`src/design/rch_pkg.sv`:
```
// Shared types and constants of the RGB channel histogram unit.
package rch_pkg;

  localparam int NUM_LANES      = 3;
  localparam int BIN_COUNT      = 256;
  localparam int BIN_BITS       = 8;
  localparam int OUT_BITS       = 24;
  localparam int IN_TDATA_BITS  = 40;
  localparam int OUT_TDATA_BITS = 120;
  localparam int IN_TUSER_BITS  = 2;

  // Operation carried in tuser.
  typedef enum logic [1:0] {
    ACT_ACCUM = 2'd0,
    ACT_READ  = 2'd1,
    ACT_CLEAR = 2'd2
  } action_t;

  // Channel selector of a read.
  typedef enum logic [1:0] {
    CH_BLUE  = 2'd0,
    CH_GREEN = 2'd1,
    CH_RED   = 2'd2
  } channel_t;

  // Control shared by all lanes.
  typedef struct packed {
    logic fetch;   // read the addressed bin into the lane's read register
    logic commit;  // write back the incremented bin and update the peak
    logic clear;   // drop every bin and the peak to zero
  } lane_ctl_t;

endpackage

```
`src/design/rch_merge.sv`:
```
// Merge stage: picks the read channel's count and holds the result beat.
module rch_merge #(
  parameter int COUNT_BITS = 24
) (
  input  logic                                 clk,
  input  logic                                 rst_n,
  input  logic                                 load,
  input  logic [1:0]                           channel,
  input  logic [COUNT_BITS-1:0]                lane_count [rch_pkg::NUM_LANES],
  input  logic [COUNT_BITS-1:0]                lane_peak [rch_pkg::NUM_LANES],
  input  logic [COUNT_BITS-1:0]                pixel_total,
  output logic                                 can_load,
  output logic                                 out_tvalid,
  input  logic                                 out_tready,
  output logic [rch_pkg::OUT_TDATA_BITS-1:0]   out_tdata
);
  import rch_pkg::*;

  logic                      valid_r, valid_nxt;
  logic [OUT_TDATA_BITS-1:0] data_r;
  logic [COUNT_BITS-1:0]     sel_count;

  // Channel select; an unused channel code reads zero.
  always_comb begin
    case (channel)
      CH_BLUE:  sel_count = lane_count[0];
      CH_GREEN: sel_count = lane_count[1];
      CH_RED:   sel_count = lane_count[2];
      default:  sel_count = '0;
    endcase
  end

  assign can_load  = !valid_r || out_tready;
  assign valid_nxt = load ? 1'b1 : (out_tready ? 1'b0 : valid_r);

  always_ff @(posedge clk) begin
    if (!rst_n) begin
      valid_r <= 1'b0;
    end else begin
      valid_r <= valid_nxt;
    end
  end

  // Result beat, bin count in the lowest bits.
  always_ff @(posedge clk) begin
    if (load) begin
      data_r <= {OUT_BITS'(pixel_total), OUT_BITS'(lane_peak[2]), OUT_BITS'(lane_peak[1]),
                 OUT_BITS'(lane_peak[0]), OUT_BITS'(sel_count)};
    end
  end

  assign out_tvalid = valid_r;
  assign out_tdata  = data_r;

endmodule

```
`config.mk`:
```
export PLATFORM = sky130hd
export DESIGN_NAME = rch_merge
export DESIGN_NICKNAME = d
export VERILOG_FILES = /design/src/design/rch_pkg.sv /design/src/design/rch_merge.sv
export SDC_FILE = /design/constraint.sdc
export NUM_CORES = 1
export LEC_CHECK = 0
export BUFFER_PORTS_ARGS = -buffer_cell sky130_fd_sc_hd__buf_2
export CAP_MARGIN = 20
export CORE_MARGIN = 5
export CORE_UTILIZATION = 37
export CTS_CLUSTER_SIZE = 25
export DETAILED_ROUTE_END_ITERATION = 16
export PLACE_DENSITY = 0.77
export SLEW_MARGIN = 20
export SYNTH_ARGS = -nofsm -noshare
export SYNTH_HDL_FRONTEND = slang
export SYNTH_SLANG_ARGS = --single-unit
```
`constraint.sdc`:
```
create_clock -name clk -period 1 [get_ports clk]
set_input_delay 0.1 -clock clk [delete_from_list [all_inputs] [get_ports clk]]
set_output_delay 0.1 -clock clk [all_outputs]
set_load 0.05 [all_outputs]
```
# Word-level counts from Yosys, hierarchy flattened
# Index checks and enable logic that the tools add are counted.
# totals
ff_bits	121
inputBits	174
out_inout_bits	122
elab_cells	11
# op_classes
eq_ne	2
n_mux	3
reduce_logical	4
# op_table
cell	count
24-bit one-hot mux with 3 select lines	1
2-bit by 1-bit equality test with 1-bit output (second input constant)	1
2-bit equality test (second input constant)	1
2-bit logical NOT	1
1-bit 2-to-1 mux	2
2-bit nonzero test	1
1-bit logical NOT	1
1-bit logical OR	1

# Depth between registers and ports, before layout
# Gate-level depths: netlist (run 1).
# depth
ltp_word	2
depth_mapped	5
ltp_nobuf	2

# Least setup slack after synthesis (run 1)
# Ideal clock, no wire load.
# synth_timing
path_type	register to register
startpoint	reg, netlist name out_tvalid
endpoint	reg valid_r, in the netlist out_tvalid
setup_time_ps	81
t_arrival_ps	1295
required_time_ps	919
slack_ps	-376
stages_incl_launch_ff	3
n_path_buf	0
synth_period_minus_slack_ps	1376
cell_sequence	dfxtp_1 nand2b_1 a21boi_0
# synth_rtl
element	line_no	rtl
end signal: assignment	rch_merge.sv:40	valid_r <= valid_nxt;
end: declaration	rch_merge.sv:19	logic valid_r, valid_nxt;

# Worst setup path in the final report (run 1)
# layout_timing
startpoint	reg data_r[72], in the netlist out_tdata[72]
endpoint	out out_tdata[72] (netlist name)
# layout_rtl
element	line_no	rtl
start: declaration	rch_merge.sv:20	logic [OUT_TDATA_BITS-1:0] data_r;
start signal: assignment	rch_merge.sv:47	data_r <= {OUT_BITS'(pixel_total), OUT_BITS'(lane_peak[2]), OUT_BITS'(lane_peak[1]),
end: declaration	rch_merge.sv:15	output logic [rch_pkg::OUT_TDATA_BITS-1:0] out_tdata
# No word-level cell between the ends.

==> impl_results.md, run 1 <==
- Power Dens Cells: 1930 mW/mm^2
- Clock Skew: 0 ns
- Crit path depth: 1
- Hold Violations, Final: 0
- Die Wd: 118 um
- Core ar.: 0.0115 mm^2
- Design area: 0.00872 mm^2
- Family with the most delay on the worst path: flip-flops
- Post-DRT Antenna Nets: 0
- Nets: 793
- Net Sw Power: 4.57 mW
- Vias: 3545
- Failing checks: negative setup slack
- Worst endpoint required time: 0.90 ns
- Detailed Place HPWL: 9.43 mm
- Int Power: 12.2 mW
- Placer Congestion: 0.805
- GR Util All Layers: 22.4%
- Crit path cell chain: buf_6
- Crit path kind: flop to output port
- Pin count of the biggest net entering global routing: 42
- Critical path's slowest cell: edfxtp_1
- Pre-CTS setup slack: -0.0819 ns
- Fmax: 900 MHz
- Clock buffer depth: 2
- Final setup fails: 122
- Min Tclk post-route: 1.11 ns
- H-tree levels: 4
- Unrepaired setup endpoints after global routing: true
- CP endpoint kind: output port
- Min-delay src: out_tready
- GR Overflow Total: 0
- Fin crit share: 111%
- CP max stage delay: 0.42 ns
- Type of the worst min-delay path: input pin to flop
- CP Data Arrival Time: 1.01 ns
- Fillers: 603
- Gate Count Post-Synth: 182
- Switch share: 27.2%
- I/O pins: 296
- Sequential area share after synthesis: 83.6%
- Clock Power Share: 41.4%
- # DRC: 0
- Row count: 39
- Worst r2r path cells: 2
- Worst Max-Slew Pin Slew: 0.257 ns
- Effective utilization at floorplan: 37.8%
- Final Util: 76.0%
- Initial antenna violation count: 3
- Hold depth: 3
- Buffers on Ports: 295
- Num Clock Sinks: 121
- R2r startpoint: out_tvalid
- Layout area overhead: 101%
- VDD IR max: 1.58 mV
- Vias in the first global route: 4143
- Power share of the sequential group: 37.4%
- DR vias/cell: 4.56
- Vert. Die Dim: 118 um
- Synthesized Nets: 356
- Static Leakage: 3.75 nW
- Yosys synthesis warning count: 0
- CTS Buf Count: 17
- Clk slew on worst S/H paths: 0.06 ns
- #FFs+latches synth: 121
- Routed WL per cell: 20.1 um
- Fraction of layout cells with a size suffix above 1: 57.0%
- Inst Count DP: 622
- Buffers & Inverters on Critical Path: 1
- Critical Path Start Type: flop
- CTS tree: done
- Clk root buf: clkbuf_16
- Final Max Slew Viols: 0
- Rel. slew slack: 82.4%
- Pre-antenna DRT Iters: 4
- DP Area: 0.00605 mm^2
- Final TNS setup: -7.12 ns
- Max FO, Critical Path: 1
- Max_cap viols: 0
- DRC marker count from the first detailed-route iteration: 138
- Critical Path Start: out_tdata[72]
- Full die area: 0.0140 mm^2
- Post-Route WL: 15.6 mm
- Average size of a mapped cell: 23.8 um^2
- Post-synthesis cell type count: 12
- Worst skew pair latency: 0.39 ns
- Status: complete, but fails checks
- Final Worst Setup Slack: -0.111 ns
- Combinational power share: 21.2%
- Post-Syn Area: 0.00434 mm^2
- First-pass GRT wire length: 23.9 mm
- Non-Filler Instances: 778
## flip-flops by register name (all words and copies together) (netlist names)
| name | count |
|---|---|
| out_tvalid | 1 |
| out_tdata | 120 |
## worst min-delay path: cells and delay by family
| family | cells | cell delay (ns) |
|---|---|---|
| and+or+nand+nor | 1 | 0.12 |
| AOI/OAI and AO/OA | 1 | 0.10 |
| buffers and inverters | 1 | 0.08 |
## synthesized netlist by cell type
library cell	count	area share (%)
inv_1	1	0.086
o2bb2ai_2	20	6.9
dfxtp_1	1	0.46
buf_12	2	0.92
edfxtp_1	120	83
buf_2	2	0.23
nor2b_4	1	0.32
o2bb2ai_1	4	0.81
mux2i_1	24	5.5
nand2b_1	1	0.14
buf_6	5	1.3
a21boi_0	1	0.17
## final timing paths
path	endpoint	slack [ns]
worst max-delay path	out_tdata[72]	-0.11
worst min-delay path	out_tvalid	0.06
worst min register to register	out_tvalid	0.59
worst max register to register	out_tvalid	0.23
## layout make-up
type                       count  area [um^2]  share of cell area (%)
tap                          143          179                    2.05
clock inverter                14          243                    2.78
clock buffer                  18          429                    4.92
antenna                        3         7.51                  0.0861
inverter                       1         3.75                  0.0431
sequential                   121         3630                    41.6
multi-input combinational     51          611                    7.00
timing repair buffer         427         3620                    41.5
## routing by layer
layer  global-route usage (%)  vias up  share of wire [%]
met5                        0        -                  0
met4                     9.82        0                2.4
met3                     8.45       26                9.0
met2                     40.3      206                 55
met1                     23.1     1686                 34
li1                         -     1627                  -
## cell families after synthesis
group,after synthesis,share of synthesized area (%)
multiplexers,24,5.54
AO/OA/AOI/OAI,25,7.91
flip-flops,121,83.6
buffers and inverters,10,2.54
AND/OR/NAND/NOR,2,0.462
## through the flow
step	power [mW]	hold slack, ns
2_1_floorplan	8.00	0.199
6_report	16.8	0.0557
4_1_cts	16.8	-0.0113
3_5_place_dp	8.92	0.278
5_1_grt	17.3	0.0562
3_3_place_gp	8.87	0.277
## power groups by stage
stage	Sequential, mW	Clock (mW)	Combinational [mW]
detailed placement	6.26	0	2.66
finish	6.28	6.95	3.56
CTS	6.27	7.04	3.52
global placement	6.24	0	2.63
global route	6.32	7.27	3.69
floorplan	7.74	0	0.261
## placed cells by master (no fill, tap or decap), types with 2 or more instances in the layout
cell type	n
buf_12	6
buf_2	172
buf_4	6
buf_6	120
buf_8	2
bufinv_16	6
clkbuf_16	17
clkinv_4	2
clkinvlp_4	3
diode_2	3
dlygate4sd3_1	121
edfxtp_1	120
inv_6	2
mux2i_1	24
o2bb2ai_1	4
o2bb2ai_2	20
## timing repair
action	4_1_cts	5_1_grt
setup buffers	0	0
setup endpoints to repair	122	122
hold endpoints to repair	121	0
gates resized for setup	244	3
hold buffers	121	0
No activity file was read; power rests on OpenSTA's default activity.
==> run 2: changes to the inputs <==
--- a/config.mk
+++ b/config.mk
@@ -7,11 +7,11 @@
 export LEC_CHECK = 0
 export BUFFER_PORTS_ARGS = -buffer_cell sky130_fd_sc_hd__buf_2
 export CAP_MARGIN = 20
-export CORE_MARGIN = 5
-export CORE_UTILIZATION = 37
+export CORE_AREA = 5 5 112 114
 export CTS_CLUSTER_SIZE = 25
 export DETAILED_ROUTE_END_ITERATION = 16
-export PLACE_DENSITY = 0.77
+export DIE_AREA = 0 0 117 119
+export PLACE_DENSITY = 0.76
 export SLEW_MARGIN = 20
 export SYNTH_ARGS = -nofsm -noshare
 export SYNTH_HDL_FRONTEND = slang
==> constraint.sdc (replaced) <==
create_clock -name clk -period 1.36 [get_ports clk]
set_input_delay 0.136 -clock clk [delete_from_list [all_inputs] [get_ports clk]]
set_output_delay 0.136 -clock clk [all_outputs]
set_load 0.05 [all_outputs]
==> run 2 against run 1 <==
The flow now finishes without violations. Clock skew did not move. Cell count is 3.6% lower. Count of clock-buffer cells in the layout down 1. Flip-flop and latch count unchanged. Clock power down 35%. First-iteration DRC count grew 5.1%. Sequential share of layout area rose by 6.2 points. Combinational power is 39% lower.
==> impl_results.md, run 2 (synthesized netlist as in run 1, its figures left out) <==
- Status: finished clean
- Placer Congestion: 0.774 (-3.8%)
- Max_cap viols: 0 (unchanged)
- Commonest non-fill, non-tap cell in the layout: buf_2
- Routed WL per cell: 18.9 um (-5.6%)
- Vias: 3456 (-2.5%)
- Cts-stage hold buffer count: 101 (-17%)
- Num Clock Sinks: 121 (unchanged)
- Detailed Place HPWL: 9.70 mm (+2.9%)
- Final setup fails: 0 (-100%)
- DRT met1 WL: 4.82 mm (-9.1%)
- Post-Route WL: 14.2 mm (-9.0%)
- Max FO, Critical Path: 1 (unchanged)
- First-pass GRT wire length: 20.7 mm (-13%)
- Layout area overhead: 74.6%
- GR Overflow Total: 0 (unchanged)
- Critical Path Start Type: flop
- Min Tclk post-route: 1.19 ns
- DRC marker count from the first detailed-route iteration: 145 (+5.1%)
- Routed wl met2: 7.70 mm (-9.7%)
- Final Max Slew Viols: 0 (unchanged)
- Core ar.: 0.0113 mm^2 (-1.3%)
- CP max stage delay: 0.38 ns (-0.04 ns)
- CP Data Arrival Time: 1.05 ns (+0.04 ns)
- Final TNS setup: 0 ns (+7.12 ns)
- Full die area: 0.0139 mm^2 (-0.45%)
- Unrepaired setup endpoints after global routing: false
- Most frequent cells in the layout: 294 x buf_2, 120 x edfxtp_1, 101 x dlygate4sd3_1
- Family with the most delay on the worst path: flip-flops
- Hold Violations, Final: 0 (unchanged)
- CTS tree: done
- Type of the worst min-delay path: input pin to flop
- Worst Max-Slew Pin Slew: 0.822 ns (+0.566 ns)
- Final Util: 66.9% (-9.1 points)
- Fmax: 841 MHz
- Vias in the first global route: 3852 (-7.0%)
- # DRC: 0 (unchanged)
- WL met3: 1.34 mm (-4.3%)
- Power Dens Cells: 1480 mW/mm^2 (-23%)
- Static Leakage: 3.33 nW (-11%)
- Pre-CTS setup slack: 0.00424 ns (+0.0861 ns)
- I/O pins: 296 (unchanged)
- Fin crit share: 87.4%
- CTS Buf Count: 17 (unchanged)
- VDD IR max: 0.998 mV (-37%)
- Crit path cell chain: buf_2
- Worst skew pair latency: 0.39 ns (about the same)
- Clk slew on worst S/H paths: 0.06 ns (about the same)
- Crit path kind: flop to output port
- Flip-flop count of the largest register after layout: 120 (unchanged)
- Pin count of the biggest net entering global routing: 68 (+62%)
- Buffers & Inverters on Critical Path: 1 (unchanged)
- Die Wd: 117 um (-1.1%)
- GR Util All Layers: 20.1% (-2.3 points)
- Post-CTS Resized: 0 (-100%)
- Post-DRT Antenna Nets: 0 (unchanged)
- Fin Hold WS: 0.0148 ns (-0.0409 ns)
- Worst endpoint required time: 1.22 ns (+0.32 ns)
- CP endpoint kind: output port
- Rel. slew slack: 45.1% (-37 points)
- Clock Skew: 0 ns (unchanged)
- Initial antenna violation count: 1 (-2)
- Vert. Die Dim: 119 um (+0.63%)
- Effective utilization at floorplan: 38.3% (+0.49 points)
- H-tree levels: 4 (unchanged)
- Clock buffer depth: 2 (unchanged)
- Setup Buffers After CTS: 0 (unchanged)
- Fraction of layout cells with a size suffix above 1: 58.4% (+1.5 points)
- Top Metal Used: met4
- Pre-antenna DRT Iters: 4 (unchanged)
- Final Worst Setup Slack: 0.171 ns (+0.282 ns)
- Buffers on Ports: 295 (unchanged)
- DR vias/cell: 4.61 (+1.1%)
- Row count: 39 (unchanged)
- Clk root buf: clkbuf_16
- Nets: 768 (-3.2%)
- Critical path's slowest cell: edfxtp_1
run 2: path summary, 6_finish.rpt:
path,slack [ns],depth (start not counted),end,start
worst min register to register,0.52,2,out_tvalid,out_tvalid
worst min-delay path,0.01,2,out_tdata[13],lane_count[13]
worst max register to register,0.70,2,out_tvalid,out_tvalid
worst max-delay path,0.17,1,out_tdata[95],out_tdata[95]
run 2: layout make-up:
cell class              count  area (um^2)
fillers                   767         3750
flip-flops and latches    121         3620
repair buffers            402         2560
multi-input cells          51          606
clock buffers              17          425
well taps                 143          179
clock inverters            14          173
inverters                   1         3.75
diodes                      1         2.50
run 2: stage by stage:
step                      cells  power (mW)  cell area (um^2)
after floorplan             182        5.88              4340
after global placement      617        6.50              5960
after detailed placement    617        6.54              5960
after CTS                   749        11.3              7570
after global routing        750        11.6              7570
final                       750        11.2              7570
run 2: power by group:
| group | internal [mW] | switching [mW] | leakage (nW) |
|---|---|---|---|
| registers | 4.45 | 0.0856 | 1.18 |
| clock network | 2.88 | 1.63 | 0.290 |
| logic | 0.661 | 1.51 | 1.86 |
| total | 8.00 | 3.22 | 3.33 |
run 2: layer usage:
layer / vias to the layer above / global-route usage [%]
met5: - / 0
met4: 0 / 8.75
met3: 24 / 6.29
met2: 220 / 37.1
met1: 1643 / 20.2
li1: 1569 / -
==> run 3: changes to the inputs <==
--- a/config.mk
+++ b/config.mk
@@ -11,7 +11,7 @@
 export CTS_CLUSTER_SIZE = 25
 export DETAILED_ROUTE_END_ITERATION = 16
 export DIE_AREA = 0 0 117 119
-export PLACE_DENSITY = 0.76
+export PLACE_DENSITY = 0.81
 export SLEW_MARGIN = 20
 export SYNTH_ARGS = -nofsm -noshare
 export SYNTH_HDL_FRONTEND = slang
==> run 3 against run 2 <==
Design area decreased by 0.36%. Combinational power about the same. Worst setup slack improved by 0.016 ns. Wire length decreased by 7.3%. Cell count decreased by 0.40%. Sequential share of layout area increased by 0.17 points. Critical path type unchanged. Largest cell class unchanged. Largest power group unchanged. Highest routed layer unchanged.
==> impl_results.md, run 3 (synthesized netlist as in run 1, its figures left out) <==
- Family with the most delay on the worst path: flip-flops
- Fin Hold WS: 0.0231 ns (+0.00826 ns)
- CTS tree: done
- Rel. slew slack: 46.7% (+1.6 points)
- Vias: 3318 (-4.0%)
- Type of the worst min-delay path: input pin to flop
- Row count: 39 (unchanged)
- Layout area overhead: 74.0%
- Switch share: 28.5% (-0.24 points)
- Final Max Slew Viols: 0 (unchanged)
- Hold Violations, Final: 0 (unchanged)
- GR Overflow Total: 0 (unchanged)
- Num Clock Sinks: 121 (unchanged)
- Post-Route WL: 13.2 mm (-7.3%)
- Buffers on Ports: 295 (unchanged)
- Unrepaired setup endpoints after global routing: false
- Power share of the sequential group: 40.5% (about the same)
- Crit path cell chain: nand2b_2, buf_2
- Post-DRT Antenna Nets: 0 (unchanged)
- Int Power: 7.99 mW (about the same)
- Critical Path Start Type: flop
- Status: finished clean
- Cts-stage hold buffer count: 99 (-2.0%)
- Setup Buffers After CTS: 0 (unchanged)
- DRC marker count from the first detailed-route iteration: 148 (+2.1%)
- Fin crit share: 86.3% (-1.1 points)
- Die Wd: 117 um (unchanged)
- GR Util All Layers: 18.4% (-1.6 points)
- Critical path's slowest cell: dfxtp_1
- Max_cap viols: 0 (unchanged)
- Crit path kind: flop to output port
- Clock buffer depth: 2 (unchanged)
- Combinational power share: 19.2% (-0.2 points)
- Initial antenna violation count: 1 (unchanged)
- DR vias/cell: 4.44 (-3.6%)
- Buffers & Inverters on Critical Path: 1 (unchanged)
- Fraction of layout cells with a size suffix above 1: 58.4% (about the same)
- Effective utilization at floorplan: 38.3% (unchanged)
- Final TNS setup: 0 ns (unchanged)
- Fmax: 852 MHz (+1.3%)
- Commonest non-fill, non-tap cell in the layout: buf_2
- Core ar.: 0.0113 mm^2 (unchanged)
- Post-CTS Resized: 0 (unchanged)
- Clk slew on worst S/H paths: 0.06 ns (about the same)
- Vias in the first global route: 3822 (-0.78%)
- Worst skew pair latency: 0.39 ns (about the same)
- Routed WL per cell: 17.6 um (-6.9%)
- Pin count of the biggest net entering global routing: 66 (-2.9%)
- Pre-antenna DRT Iters: 4 (unchanged)
- # DRC: 0 (unchanged)
- Flip-flop count of the largest register after layout: 120 (unchanged)
- Net Sw Power: 3.18 mW (-1.2%)
- Worst Max-Slew Pin Slew: 0.799 ns (-0.0238 ns)
- Clock Skew: 0 ns (unchanged)
- Nets: 765 (-0.39%)
- Static Leakage: 3.32 nW (-0.35%)
- I/O pins: 296 (unchanged)
- Power Dens Cells: 1480 mW/mm^2 (about the same)
- Placer Congestion: 0.822 (+6.2%)
- CP Data Arrival Time: 1.04 ns (about the same)
- Most frequent cells in the layout: 294 x buf_2, 120 x edfxtp_1, 99 x dlygate4sd3_1
- Min Tclk post-route: 1.17 ns (-0.0155 ns)
- H-tree levels: 4 (unchanged)
- Vert. Die Dim: 119 um (unchanged)
- Full die area: 0.0139 mm^2 (unchanged)
- VDD IR max: 0.810 mV (-19%)
- Clock Power Share: 40.2% (about the same)
- Max FO, Critical Path: 2 (+1)
- Detailed Place HPWL: 9.11 mm (-6.1%)
- Final setup fails: 0 (unchanged)
- CTS Buf Count: 17 (unchanged)
- First-pass GRT wire length: 19.5 mm (-5.9%)
- Clk root buf: clkbuf_16
- CP endpoint kind: output port
- Worst endpoint required time: 1.22 ns (about the same)
- CP max stage delay: 0.32 ns (-0.06 ns)
## run 3: layout make-up
type / count / area (um^2)
well taps: 143 / 179
clock buffers: 17 / 425
repair buffers: 399 / 2530
multi-input cells: 51 / 606
fillers: 772 / 3780
flip-flops and latches: 121 / 3620
diodes: 1 / 2.50
clock inverters: 14 / 173
inverters: 1 / 3.75
## run 3: power by group through the flow
stage / clock (mW) / combinational [mW] / sequential (mW)
detailed placement: 0 / 1.93 / 4.60
CTS: 4.58 / 2.16 / 4.53
floorplan: 0 / 0.190 / 5.69
finish: 4.50 / 2.15 / 4.53
global placement: 0 / 1.89 / 4.59
global route: 4.77 / 2.24 / 4.56
## run 3: worst paths after layout
path                        from       endpoint  slack [ns]  cells after the start
setup / recovery      out_tvalid       can_load        0.19                      2
hold / removal    lane_count[21]  out_tdata[21]        0.02                      2
setup reg to reg      out_tvalid     out_tvalid        0.74                      2
hold reg to reg       out_tvalid     out_tvalid        0.50                      2
## run 3: stage by stage
step / utilization [%] / worst slack, ns / instances / total power [mW] / cell area (um^2)
after global routing: 66.6 / 0.122 / 747 / 11.6 / 7540
after detailed placement: 52.6 / 0.0761 / 616 / 6.53 / 5950
final: 66.6 / 0.187 / 747 / 11.2 / 7540
after floorplan: - / 0.144 / 182 / 5.88 / 4340
after CTS: 66.6 / 0.156 / 746 / 11.3 / 7540
after global placement: 52.6 / 0.121 / 616 / 6.48 / 5950
## run 3: layer usage
layer / wire [um] / vias up / GRT usage [%] / part of all wire [%]
li1: - / 1564 / - / -
met1: 4400 / 1550 / 17.7 / 33
met2: 7210 / 184 / 35.1 / 55
met3: 1340 / 20 / 7.15 / 10
met4: 226 / 0 / 6.02 / 1.7
met5: 0 / - / 0 / 0
